## config.mk

```make
export PLATFORM = sky130hd
export DESIGN_NAME = section_rva_to_file_offset_top
export DESIGN_NICKNAME = d
export VERILOG_FILES = /design/src/hdl/srva_pkg.sv /design/src/hdl/srva_table.sv /design/src/hdl/srva_divider.sv /design/src/hdl/section_rva_to_file_offset_top.sv
export SDC_FILE = /design/constraint.sdc
export NUM_CORES = 2
export LEC_CHECK = 0
export BUFFER_PORTS_ARGS = -buffer_cell sky130_fd_sc_hd__buf_2
export CAP_MARGIN = 15
export CORE_ASPECT_RATIO = 0.75
export CORE_MARGIN = 4
export CORE_UTILIZATION = 57
export DETAILED_ROUTE_END_ITERATION = 7
export PLACE_DENSITY = 0.78
export SLEW_MARGIN = 20
export SYNTH_ARGS = -nofsm -noshare
export SYNTH_HDL_FRONTEND = slang
export SYNTH_SLANG_ARGS = --single-unit
export TNS_END_PERCENT = 100
```

## constraint.sdc

```tcl
create_clock -name clk -period 11.1 [get_ports clk]
set_input_delay 2.22 -clock clk [delete_from_list [all_inputs] [get_ports clk]]
set_output_delay 2.22 -clock clk [all_outputs]
set_load 0.03 [all_outputs]
```

## src/hdl/srva_pkg.sv

```systemverilog
`timescale 1ns / 1ps
`default_nettype none
// ---------------------------------------------------------------------------
// Section RVA translator package
// Shared types, sizes and constants of the section table translator.
// ---------------------------------------------------------------------------
package srva_pkg;

  // Table depth and the widths that follow from it.
  localparam int MAX_SECTIONS = 16;
  localparam int CNT_W = $clog2(MAX_SECTIONS + 1);
  localparam int IDX_W = (MAX_SECTIONS > 1) ? $clog2(MAX_SECTIONS) : 1;

  // Datapath and interface widths.
  localparam int WORD_W = 32;
  localparam int DIV_CNT_W = $clog2(WORD_W);
  localparam int CFG_IDX_W = 2;
  localparam int IN_DATA_W = 4 * WORD_W;
  localparam int OUT_DATA_W = WORD_W;

  // Alignment constants.
  localparam logic [WORD_W-1:0] FILE_ROUND = 32'h0000_0200;
  localparam logic [WORD_W-1:0] SECT_THRESHOLD = 32'h0000_1000;

  // Configuration register indexes.
  localparam logic [CFG_IDX_W-1:0] REG_FILE_ALIGN = 2'd0;
  localparam logic [CFG_IDX_W-1:0] REG_SECT_ALIGN = 2'd1;

  // Reset values of the configuration registers.
  localparam logic [WORD_W-1:0] FILE_ALIGN_RST = 32'h0000_0200;
  localparam logic [WORD_W-1:0] SECT_ALIGN_RST = 32'h0000_1000;

  // Request kinds carried on the input tuser.
  typedef enum logic [1:0] {
    ACT_CLEAR     = 2'd0,
    ACT_APPEND    = 2'd1,
    ACT_TRANSLATE = 2'd2
  } action_t;

  // Sequencer states.
  typedef enum logic [2:0] {
    ST_IDLE,
    ST_SCAN_RD,
    ST_SCAN_CMP,
    ST_DIV,
    ST_CALC,
    ST_FINISH
  } state_t;

  // One section table entry.
  typedef struct packed {
    logic [WORD_W-1:0] start;
    logic [WORD_W-1:0] length;
    logic [WORD_W-1:0] raw;
  } sect_t;

  // Table write request.
  typedef struct packed {
    logic             we;
    logic [IDX_W-1:0] addr;
    sect_t            entry;
  } tbl_wr_t;

endpackage : srva_pkg
`default_nettype wire

```

## src/hdl/srva_table.sv

```systemverilog
`timescale 1ns / 1ps
`default_nettype none
// ---------------------------------------------------------------------------
// Section table memory
// One write port and one registered read port over the loaded sections.
// ---------------------------------------------------------------------------
module srva_table (
  input  wire logic                       clk,
  input  wire srva_pkg::tbl_wr_t          wr,
  input  wire logic [srva_pkg::IDX_W-1:0] rd_addr,
  output srva_pkg::sect_t                 rd_entry
);

  srva_pkg::sect_t mem [srva_pkg::MAX_SECTIONS];

  // Write the appended section.
  always_ff @(posedge clk) begin
    if (wr.we) begin
      mem[wr.addr] <= wr.entry;
    end
  end

  // Registered read of the entry under scan.
  always_ff @(posedge clk) begin
    rd_entry <= mem[rd_addr];
  end

endmodule : srva_table
`default_nettype wire

```

## src/hdl/srva_divider.sv

```systemverilog
`timescale 1ns / 1ps
`default_nettype none
// ---------------------------------------------------------------------------
// Iterative remainder unit
// Restoring division, one quotient bit per cycle, giving the remainder.
// ---------------------------------------------------------------------------
module srva_divider (
  input  wire logic                        clk,
  input  wire logic                        rst_n,
  input  wire logic                        start,
  input  wire logic [srva_pkg::WORD_W-1:0] dividend,
  input  wire logic [srva_pkg::WORD_W-1:0] divisor,
  output logic                             done,
  output logic [srva_pkg::WORD_W-1:0]      remainder
);

  logic                            busy_r, busy_nxt;
  logic                            done_r, done_nxt;
  logic [srva_pkg::DIV_CNT_W-1:0]  cnt_r, cnt_nxt;
  logic [srva_pkg::WORD_W:0]       rem_r, rem_nxt;
  logic [srva_pkg::WORD_W-1:0]     dvd_r, dvd_nxt;
  logic [srva_pkg::WORD_W-1:0]     den_r, den_nxt;
  logic [srva_pkg::WORD_W:0]       shifted;

  // One restoring step: shift in the next dividend bit, subtract if it fits.
  always_comb begin
    busy_nxt = busy_r;
    done_nxt = 1'b0;
    cnt_nxt  = cnt_r;
    rem_nxt  = rem_r;
    dvd_nxt  = dvd_r;
    den_nxt  = den_r;
    shifted  = {rem_r[srva_pkg::WORD_W-1:0], dvd_r[srva_pkg::WORD_W-1]};
    if (start) begin
      busy_nxt = 1'b1;
      cnt_nxt  = '0;
      rem_nxt  = '0;
      dvd_nxt  = dividend;
      den_nxt  = divisor;
    end else if (busy_r) begin
      if (shifted >= {1'b0, den_r}) begin
        rem_nxt = shifted - {1'b0, den_r};
      end else begin
        rem_nxt = shifted;
      end
      dvd_nxt = {dvd_r[srva_pkg::WORD_W-2:0], 1'b0};
      cnt_nxt = cnt_r + 1'b1;
      if (cnt_r == srva_pkg::DIV_CNT_W'(srva_pkg::WORD_W - 1)) begin
        busy_nxt = 1'b0;
        done_nxt = 1'b1;
      end
    end
  end

  // Control state.
  always_ff @(posedge clk) begin
    if (!rst_n) begin
      busy_r <= 1'b0;
      done_r <= 1'b0;
    end else begin
      busy_r <= busy_nxt;
      done_r <= done_nxt;
    end
  end

  // Datapath registers.
  always_ff @(posedge clk) begin
    cnt_r <= cnt_nxt;
    rem_r <= rem_nxt;
    dvd_r <= dvd_nxt;
    den_r <= den_nxt;
  end

  assign done      = done_r;
  assign remainder = rem_r[srva_pkg::WORD_W-1:0];

endmodule : srva_divider
`default_nettype wire

```

## src/hdl/section_rva_to_file_offset_top.sv

```systemverilog
`timescale 1ns / 1ps
`default_nettype none
// ---------------------------------------------------------------------------
// Section RVA to file offset translator
// Keeps a table of image sections and translates relative virtual addresses.
// ---------------------------------------------------------------------------
// A clear or append request leaves the sequencer idle, so in_tready stays high.
// A translate request scans the table in load order, each section with a
// registered table read, then the range compare, and on a hit runs the
// restoring remainder unit to round the section start down to the effective
// alignment (skipped when that alignment is zero), followed by the calc state,
// which forms the offset, and the finish state, which registers it. The result
// sits in an output register, so the next request is taken while the previous
// result waits; the next translation holds in its last state until that
// register is free. There is no clearing pass after reset.
module section_rva_to_file_offset_top (
  input  wire logic                            clk,
  input  wire logic                            rst_n,
  // Input request stream.
  input  wire logic                            in_tvalid,
  output logic                                 in_tready,
  // tdata, from bit 0: sect_virtual_start, sect_virtual_length,
  // sect_raw_pointer, query_rva.
  input  wire logic [srva_pkg::IN_DATA_W-1:0]  in_tdata,
  // tuser, from bit 0: action.
  input  wire logic [1:0]                      in_tuser,
  // Result stream.
  output logic                                 out_tvalid,
  input  wire logic                            out_tready,
  // tdata, from bit 0: file_offset.
  output logic [srva_pkg::OUT_DATA_W-1:0]      out_tdata,
  // tuser, from bit 0: found.
  output logic [0:0]                           out_tuser,
  // Configuration writes.
  input  wire logic                            cfg_we,
  input  wire logic [srva_pkg::CFG_IDX_W-1:0]  cfg_index,
  input  wire logic [srva_pkg::WORD_W-1:0]     cfg_wdata
);

  localparam int W = srva_pkg::WORD_W;

  srva_pkg::state_t              state_r, state_nxt;
  logic [W-1:0]                  file_align_r, section_align_r;
  logic [srva_pkg::CNT_W-1:0]    count_r, idx_r;
  logic [W-1:0]                  rva_r, base_r, sect_start_r, start_rnd_r;
  logic [W-1:0]                  res_off_r;
  logic                          res_found_r;
  logic                          out_valid_r;
  logic [W-1:0]                  out_off_r;
  logic                          out_found_r;

  srva_pkg::action_t             action;
  srva_pkg::tbl_wr_t             tbl_wr;
  srva_pkg::sect_t               rd_entry;
  logic [W-1:0]                  eff_align, raw_rnd, sect_end;
  logic                          accept, hit, last_idx, out_free;
  logic                          div_start, div_done;
  logic [W-1:0]                  div_rem;

  assign action   = srva_pkg::action_t'(in_tuser);
  assign accept   = in_tvalid && in_tready;
  assign out_free = !out_valid_r || out_tready;

  // Effective alignment and raw pointer rounding.
  assign eff_align = (section_align_r < srva_pkg::SECT_THRESHOLD) ? file_align_r
                                                                   : section_align_r;
  assign raw_rnd = (file_align_r < srva_pkg::FILE_ROUND) ? rd_entry.raw
                   : (rd_entry.raw & ~(srva_pkg::FILE_ROUND - 1'b1));

  // Range compare of the entry under scan; the end wraps modulo 2^32.
  assign sect_end = rd_entry.start + rd_entry.length;
  assign hit      = (rva_r >= rd_entry.start) && (rva_r < sect_end);
  assign last_idx = ((idx_r + 1'b1) == count_r);

  // Table write request for an append that fits.
  always_comb begin
    tbl_wr.we = accept && (action == srva_pkg::ACT_APPEND) &&
                (count_r < srva_pkg::CNT_W'(srva_pkg::MAX_SECTIONS));
    tbl_wr.addr         = count_r[srva_pkg::IDX_W-1:0];
    tbl_wr.entry.start  = in_tdata[W-1:0];
    tbl_wr.entry.length = in_tdata[2*W-1:W];
    tbl_wr.entry.raw    = in_tdata[3*W-1:2*W];
  end

  srva_table u_table (
    .clk      (clk),
    .wr       (tbl_wr),
    .rd_addr  (idx_r[srva_pkg::IDX_W-1:0]),
    .rd_entry (rd_entry)
  );

  srva_divider u_divider (
    .clk       (clk),
    .rst_n     (rst_n),
    .start     (div_start),
    .dividend  (rd_entry.start),
    .divisor   (eff_align),
    .done      (div_done),
    .remainder (div_rem)
  );

  // Next-state logic of the sequencer.
  always_comb begin
    state_nxt = state_r;
    unique case (state_r)
      srva_pkg::ST_IDLE: begin
        if (accept && (action == srva_pkg::ACT_TRANSLATE)) begin
          if (count_r == '0) begin
            state_nxt = srva_pkg::ST_FINISH;
          end else begin
            state_nxt = srva_pkg::ST_SCAN_RD;
          end
        end
      end
      srva_pkg::ST_SCAN_RD: begin
        state_nxt = srva_pkg::ST_SCAN_CMP;
      end
      srva_pkg::ST_SCAN_CMP: begin
        if (hit) begin
          if (eff_align == '0) begin
            state_nxt = srva_pkg::ST_CALC;
          end else begin
            state_nxt = srva_pkg::ST_DIV;
          end
        end else if (last_idx) begin
          state_nxt = srva_pkg::ST_FINISH;
        end else begin
          state_nxt = srva_pkg::ST_SCAN_RD;
        end
      end
      srva_pkg::ST_DIV: begin
        if (div_done) begin
          state_nxt = srva_pkg::ST_CALC;
        end
      end
      srva_pkg::ST_CALC: begin
        state_nxt = srva_pkg::ST_FINISH;
      end
      srva_pkg::ST_FINISH: begin
        if (out_free) begin
          state_nxt = srva_pkg::ST_IDLE;
        end
      end
      default: begin
        state_nxt = srva_pkg::ST_IDLE;
      end
    endcase
  end

  // Sequencer outputs.
  always_comb begin
    in_tready = (state_r == srva_pkg::ST_IDLE);
    div_start = (state_r == srva_pkg::ST_SCAN_CMP) && hit && (eff_align != '0);
  end

  // Control state.
  always_ff @(posedge clk) begin
    if (!rst_n) begin
      state_r         <= srva_pkg::ST_IDLE;
      count_r         <= '0;
      out_valid_r     <= 1'b0;
      file_align_r    <= srva_pkg::FILE_ALIGN_RST;
      section_align_r <= srva_pkg::SECT_ALIGN_RST;
    end else begin
      state_r <= state_nxt;
      // Configuration writes; other indexes are ignored.
      if (cfg_we) begin
        if (cfg_index == srva_pkg::REG_FILE_ALIGN) begin
          file_align_r <= cfg_wdata;
        end else if (cfg_index == srva_pkg::REG_SECT_ALIGN) begin
          section_align_r <= cfg_wdata;
        end
      end
      // Table fill count.
      if (accept && (action == srva_pkg::ACT_CLEAR)) begin
        count_r <= '0;
      end else if (tbl_wr.we) begin
        count_r <= count_r + 1'b1;
      end
      // Output register valid.
      if ((state_r == srva_pkg::ST_FINISH) && out_free) begin
        out_valid_r <= 1'b1;
      end else if (out_tready) begin
        out_valid_r <= 1'b0;
      end
    end
  end

  // Translation datapath.
  always_ff @(posedge clk) begin
    if (accept && (action == srva_pkg::ACT_TRANSLATE)) begin
      rva_r       <= in_tdata[4*W-1:3*W];
      idx_r       <= '0;
      res_off_r   <= '0;
      res_found_r <= 1'b0;
    end
    if ((state_r == srva_pkg::ST_SCAN_CMP) && !hit) begin
      idx_r <= idx_r + 1'b1;
    end
    // On a hit keep the start and the address plus rounded raw pointer.
    if ((state_r == srva_pkg::ST_SCAN_CMP) && hit) begin
      sect_start_r <= rd_entry.start;
      start_rnd_r  <= rd_entry.start;
      base_r       <= rva_r + raw_rnd;
    end
    if ((state_r == srva_pkg::ST_DIV) && div_done) begin
      start_rnd_r <= sect_start_r - div_rem;
    end
    if (state_r == srva_pkg::ST_CALC) begin
      res_off_r   <= base_r - start_rnd_r;
      res_found_r <= 1'b1;
    end
    if ((state_r == srva_pkg::ST_FINISH) && out_free) begin
      out_off_r   <= res_off_r;
      out_found_r <= res_found_r;
    end
  end

  assign out_tvalid   = out_valid_r;
  assign out_tdata    = out_off_r;
  assign out_tuser[0] = out_found_r;

endmodule : section_rva_to_file_offset_top
`default_nettype wire

```

==> impl_metrics.env <==
export IMPL_ys_warn_count=0
export IMPL_slew_headroom_pct=24.35
export IMPL_clkTransAtPathRegs_ns=0.06
export IMPL_power_switching_uw=5465
export IMPL_final_cell_area_um2=92120
export IMPL_syn2layout_area_growth_pct=11.51
export IMPL_grt_pass1_vias=44230
export IMPL_drv_slew=0
export IMPL_fp_dieW_um=447.6
export IMPL_yosys_area_top_type="edfxtp_1"
export IMPL_grt_max_degree=134
export IMPL_grt_pass1_wl_um=300300
export IMPL_largest_register="u_table.mem"
export IMPL_first_iter_violations=5634
export IMPL_drive_gt1_share_pct=21.19
export IMPL_fin_crit_sh_pct=63.54
export IMPL_synth_cells=4605
export IMPL_hp_class="reg2reg"
export IMPL_nets=5268
export IMPL_ir_worst_vdd_mv=0.1820
export IMPL_p_int_uw=13860
export IMPL_maxCapViolations=0
export IMPL_skew_ns=0.04254
export IMPL_max_freq_mhz=141.8
export IMPL_htree_levels=4
export IMPL_setup_ws_ns=4.047
export IMPL_worstPathArrival_ns=7.52
export IMPL_antenna_found_initial=53
export IMPL_tritoncts="built"
export IMPL_ant_nets=0
export IMPL_insertion_delay_ns=0.85
export IMPL_drcViolationCount=0
export IMPL_via_per_inst=6.420
export IMPL_synth_area_um2=82620
export IMPL_clock_sinks=2007
export IMPL_largest_register_ffs=1536
export IMPL_dp_hpwl_um=116800
export IMPL_outcome="finished clean"
export IMPL_clock_power_share_pct=32.8
export IMPL_cts_path_max_buffers=3
export IMPL_p_comb_share_pct=21.0
export IMPL_synth_edff_count=1798
export IMPL_rsz0062_at_grt="no"
export IMPL_fin_hold_ws_ns=0.4174
export IMPL_drt_pre_antenna_iters=6
export IMPL_vias=44600
export IMPL_synthFlopType="edfxtp_1"
export IMPL_crit_fanout=85
export IMPL_synth_seq_cells=2007
export IMPL_fin_tns_setup_ns=0
export IMPL_postCtsSetupRepairBufs=0
export IMPL_port_buffers=203
export IMPL_place_worst_setup_slack_ns=4.172
export IMPL_hold_violations=0
export IMPL_cts_resized=0
export IMPL_seq_area_frac_synth_pct=70.42
export IMPL_cts_buffers=181
export IMPL_top_regs="u_table.mem: 1536 flops, u_table.rd_entry: 96 flops"
export IMPL_die_area_um2=151200
export IMPL_power_density_nw_per_um2=209.8
export IMPL_gr_total_overflow=0
export IMPL_min_period_ns=7.053
export IMPL_dpl_cell_area_um2=86040
export IMPL_core_area_um2=143400
export IMPL_synthArstFlopShare_pct=0
export IMPL_synth_top_cell_area_share_pct=65.35
export IMPL_place_congestion=0.8985
export IMPL_pwr_share_seq_pct=46.2
export IMPL_initial_utilization_pct=57.62
export IMPL_fin_total_pwr_uw=19320
export IMPL_postSynthAreaPerCell_um2=17.94
export IMPL_worstMarginPinSlew_ns=1.135
export IMPL_synth_common_cells="1798 x edfxtp_1, 480 x mux4_2, 245 x nand2_1"
export IMPL_postCtsHoldBufs=0
export IMPL_ios=204
export IMPL_p_sw_share_pct=28.28
export IMPL_start_kind="register"
export IMPL_drt_total_wl_um=206200
export IMPL_synth_most_common_cell="edfxtp_1"
export IMPL_synth_distinct_cells=88
export IMPL_syn_nets=5005
export IMPL_yosys_top_cells_area="edfxtp_1 65%, mux4_2 13%, dfxtp_1 5.1%"
export IMPL_die_h_um=337.7
export IMPL_p_leak_uw=0.03149
export IMPL_setup_viol=0
export IMPL_grt_use_total_pct=27.64
export IMPL_cts_root_buf="clkbuf_16"
export IMPL_rows=120
export IMPL_criticalPathCategory="reg2reg"
export IMPL_worst_ep_required_time_ns=11.57
export IMPL_wl_per_cell_um=29.69
export IMPL_end_kind="register"
critical path, cell delays in order (launching register included):
cell	delay [ns]
dfxtp_1	0.41
ha_1	0.23
inv_1	0.06
fa_1	0.42
nand3b_1	0.21
a21oi_1	0.20
nand3_1	0.13
a31oi_1	0.23
o21ai_1	0.14
a21oi_1	0.43
a41oi_1	0.28
o31ai_1	0.39
o41ai_1	0.14
xor2_1	0.16
ha_1	0.31
nand4_1	0.13
nor2_1	0.07
nand2_1	0.07
nor2_1	0.04
a21oi_1	0.12
o311a_1	0.23
and3_2	0.21
nor2b_4	0.55
buf_4	0.90
or2_1	0.19
buf_4	0.39
power groups by stage:
stage | registers [uW] | clock network, uW | logic (uW)
floorplan | 8940 | 0 | 2900
global placement | 9070 | 0 | 3900
detailed placement | 9080 | 0 | 3980
CTS | 8920 | 6410 | 4030
global route | 8940 | 6750 | 4450
finish | 8930 | 6330 | 4060
cells in the final DEF, fill, tap and decap left out, drive strengths merged, types with 10 or more instances in the layout:
cell type	n
o31ai	16
a21oi	154
o211ai	12
a21o	105
nand3	35
ha	226
xnor2	72
mux4	480
clkbuf	221
o21ai	116
and2	15
nor4	15
nor3b	10
mux2i	14
bufinv	18
inv	177
dfxtp	209
nor3	41
nand2b	33
edfxtp	1798
nand2	245
buf	257
and3	17
diode	34
a21boi	65
clkinv	86
xor2	65
mux2	44
o21a	27
or3	13
a211oi	53
o21bai	16
nor2b	21
nor2	197
nand4	30
a31oi	17
routing by layer:
metal | routed length, um | up-vias | track usage, %
met1 | 77350 | 22750 | 36.78
met2 | 98140 | 2438 | 42.87
met3 | 21840 | 438 | 7.935
met4 | 8704 | 28 | 12.34
li1 | - | 18950 | -
met5 | 200 | - | 1.016
worst paths after layout:
check                                     startpoint                  end  slack [ns]  cells after the start
worst min-delay path                   res_off_r[31]        out_tdata[31]        0.42                      0
worst min register to register         res_off_r[31]        out_tdata[31]        0.42                      0
worst max-delay path            u_table.rd_entry[64]  u_divider.dvd_r[29]        4.05                     25
worst max register to register  u_table.rd_entry[64]  u_divider.dvd_r[29]        4.05                     25
per-stage QoR:
step	instances	utilization [%]
after CTS	6912	64.17
after global routing	6933	64.22
after global placement	6575	60.00
after detailed placement	6575	60.01
after floorplan	4605	-
final	6947	64.25
logic make-up (layout without fill, tap and decap cells):
group                    after synthesis  after routing  synth area share (%)
multiplexers                         538            538                 13.85
AO/OA/AOI/OAI                        641            641                 5.154
XOR/XNOR                             137            137                 1.452
buffers and inverters                349            766                 1.624
flip-flops                          2007           2007                 70.42
adder cells (fa/ha/maj)              231            231                 3.544
AND/OR/NAND/NOR                      702            702                 3.956
other                                  0             34                     0
final cells by class:
cell class | instances | area [um2]
Tap cell | 1891 | 2366
Sequential cell | 2007 | 58180
Fill cell | 9457 | 51270
Clock inverter | 116 | 1187
Multi-Input combinational cell | 2249 | 23250
Antenna cell | 34 | 85.08
Inverter | 172 | 645.6
Clock buffer | 221 | 4782
Timing Repair Buffer | 257 | 1629
Power figures use the tool's default switching activity.
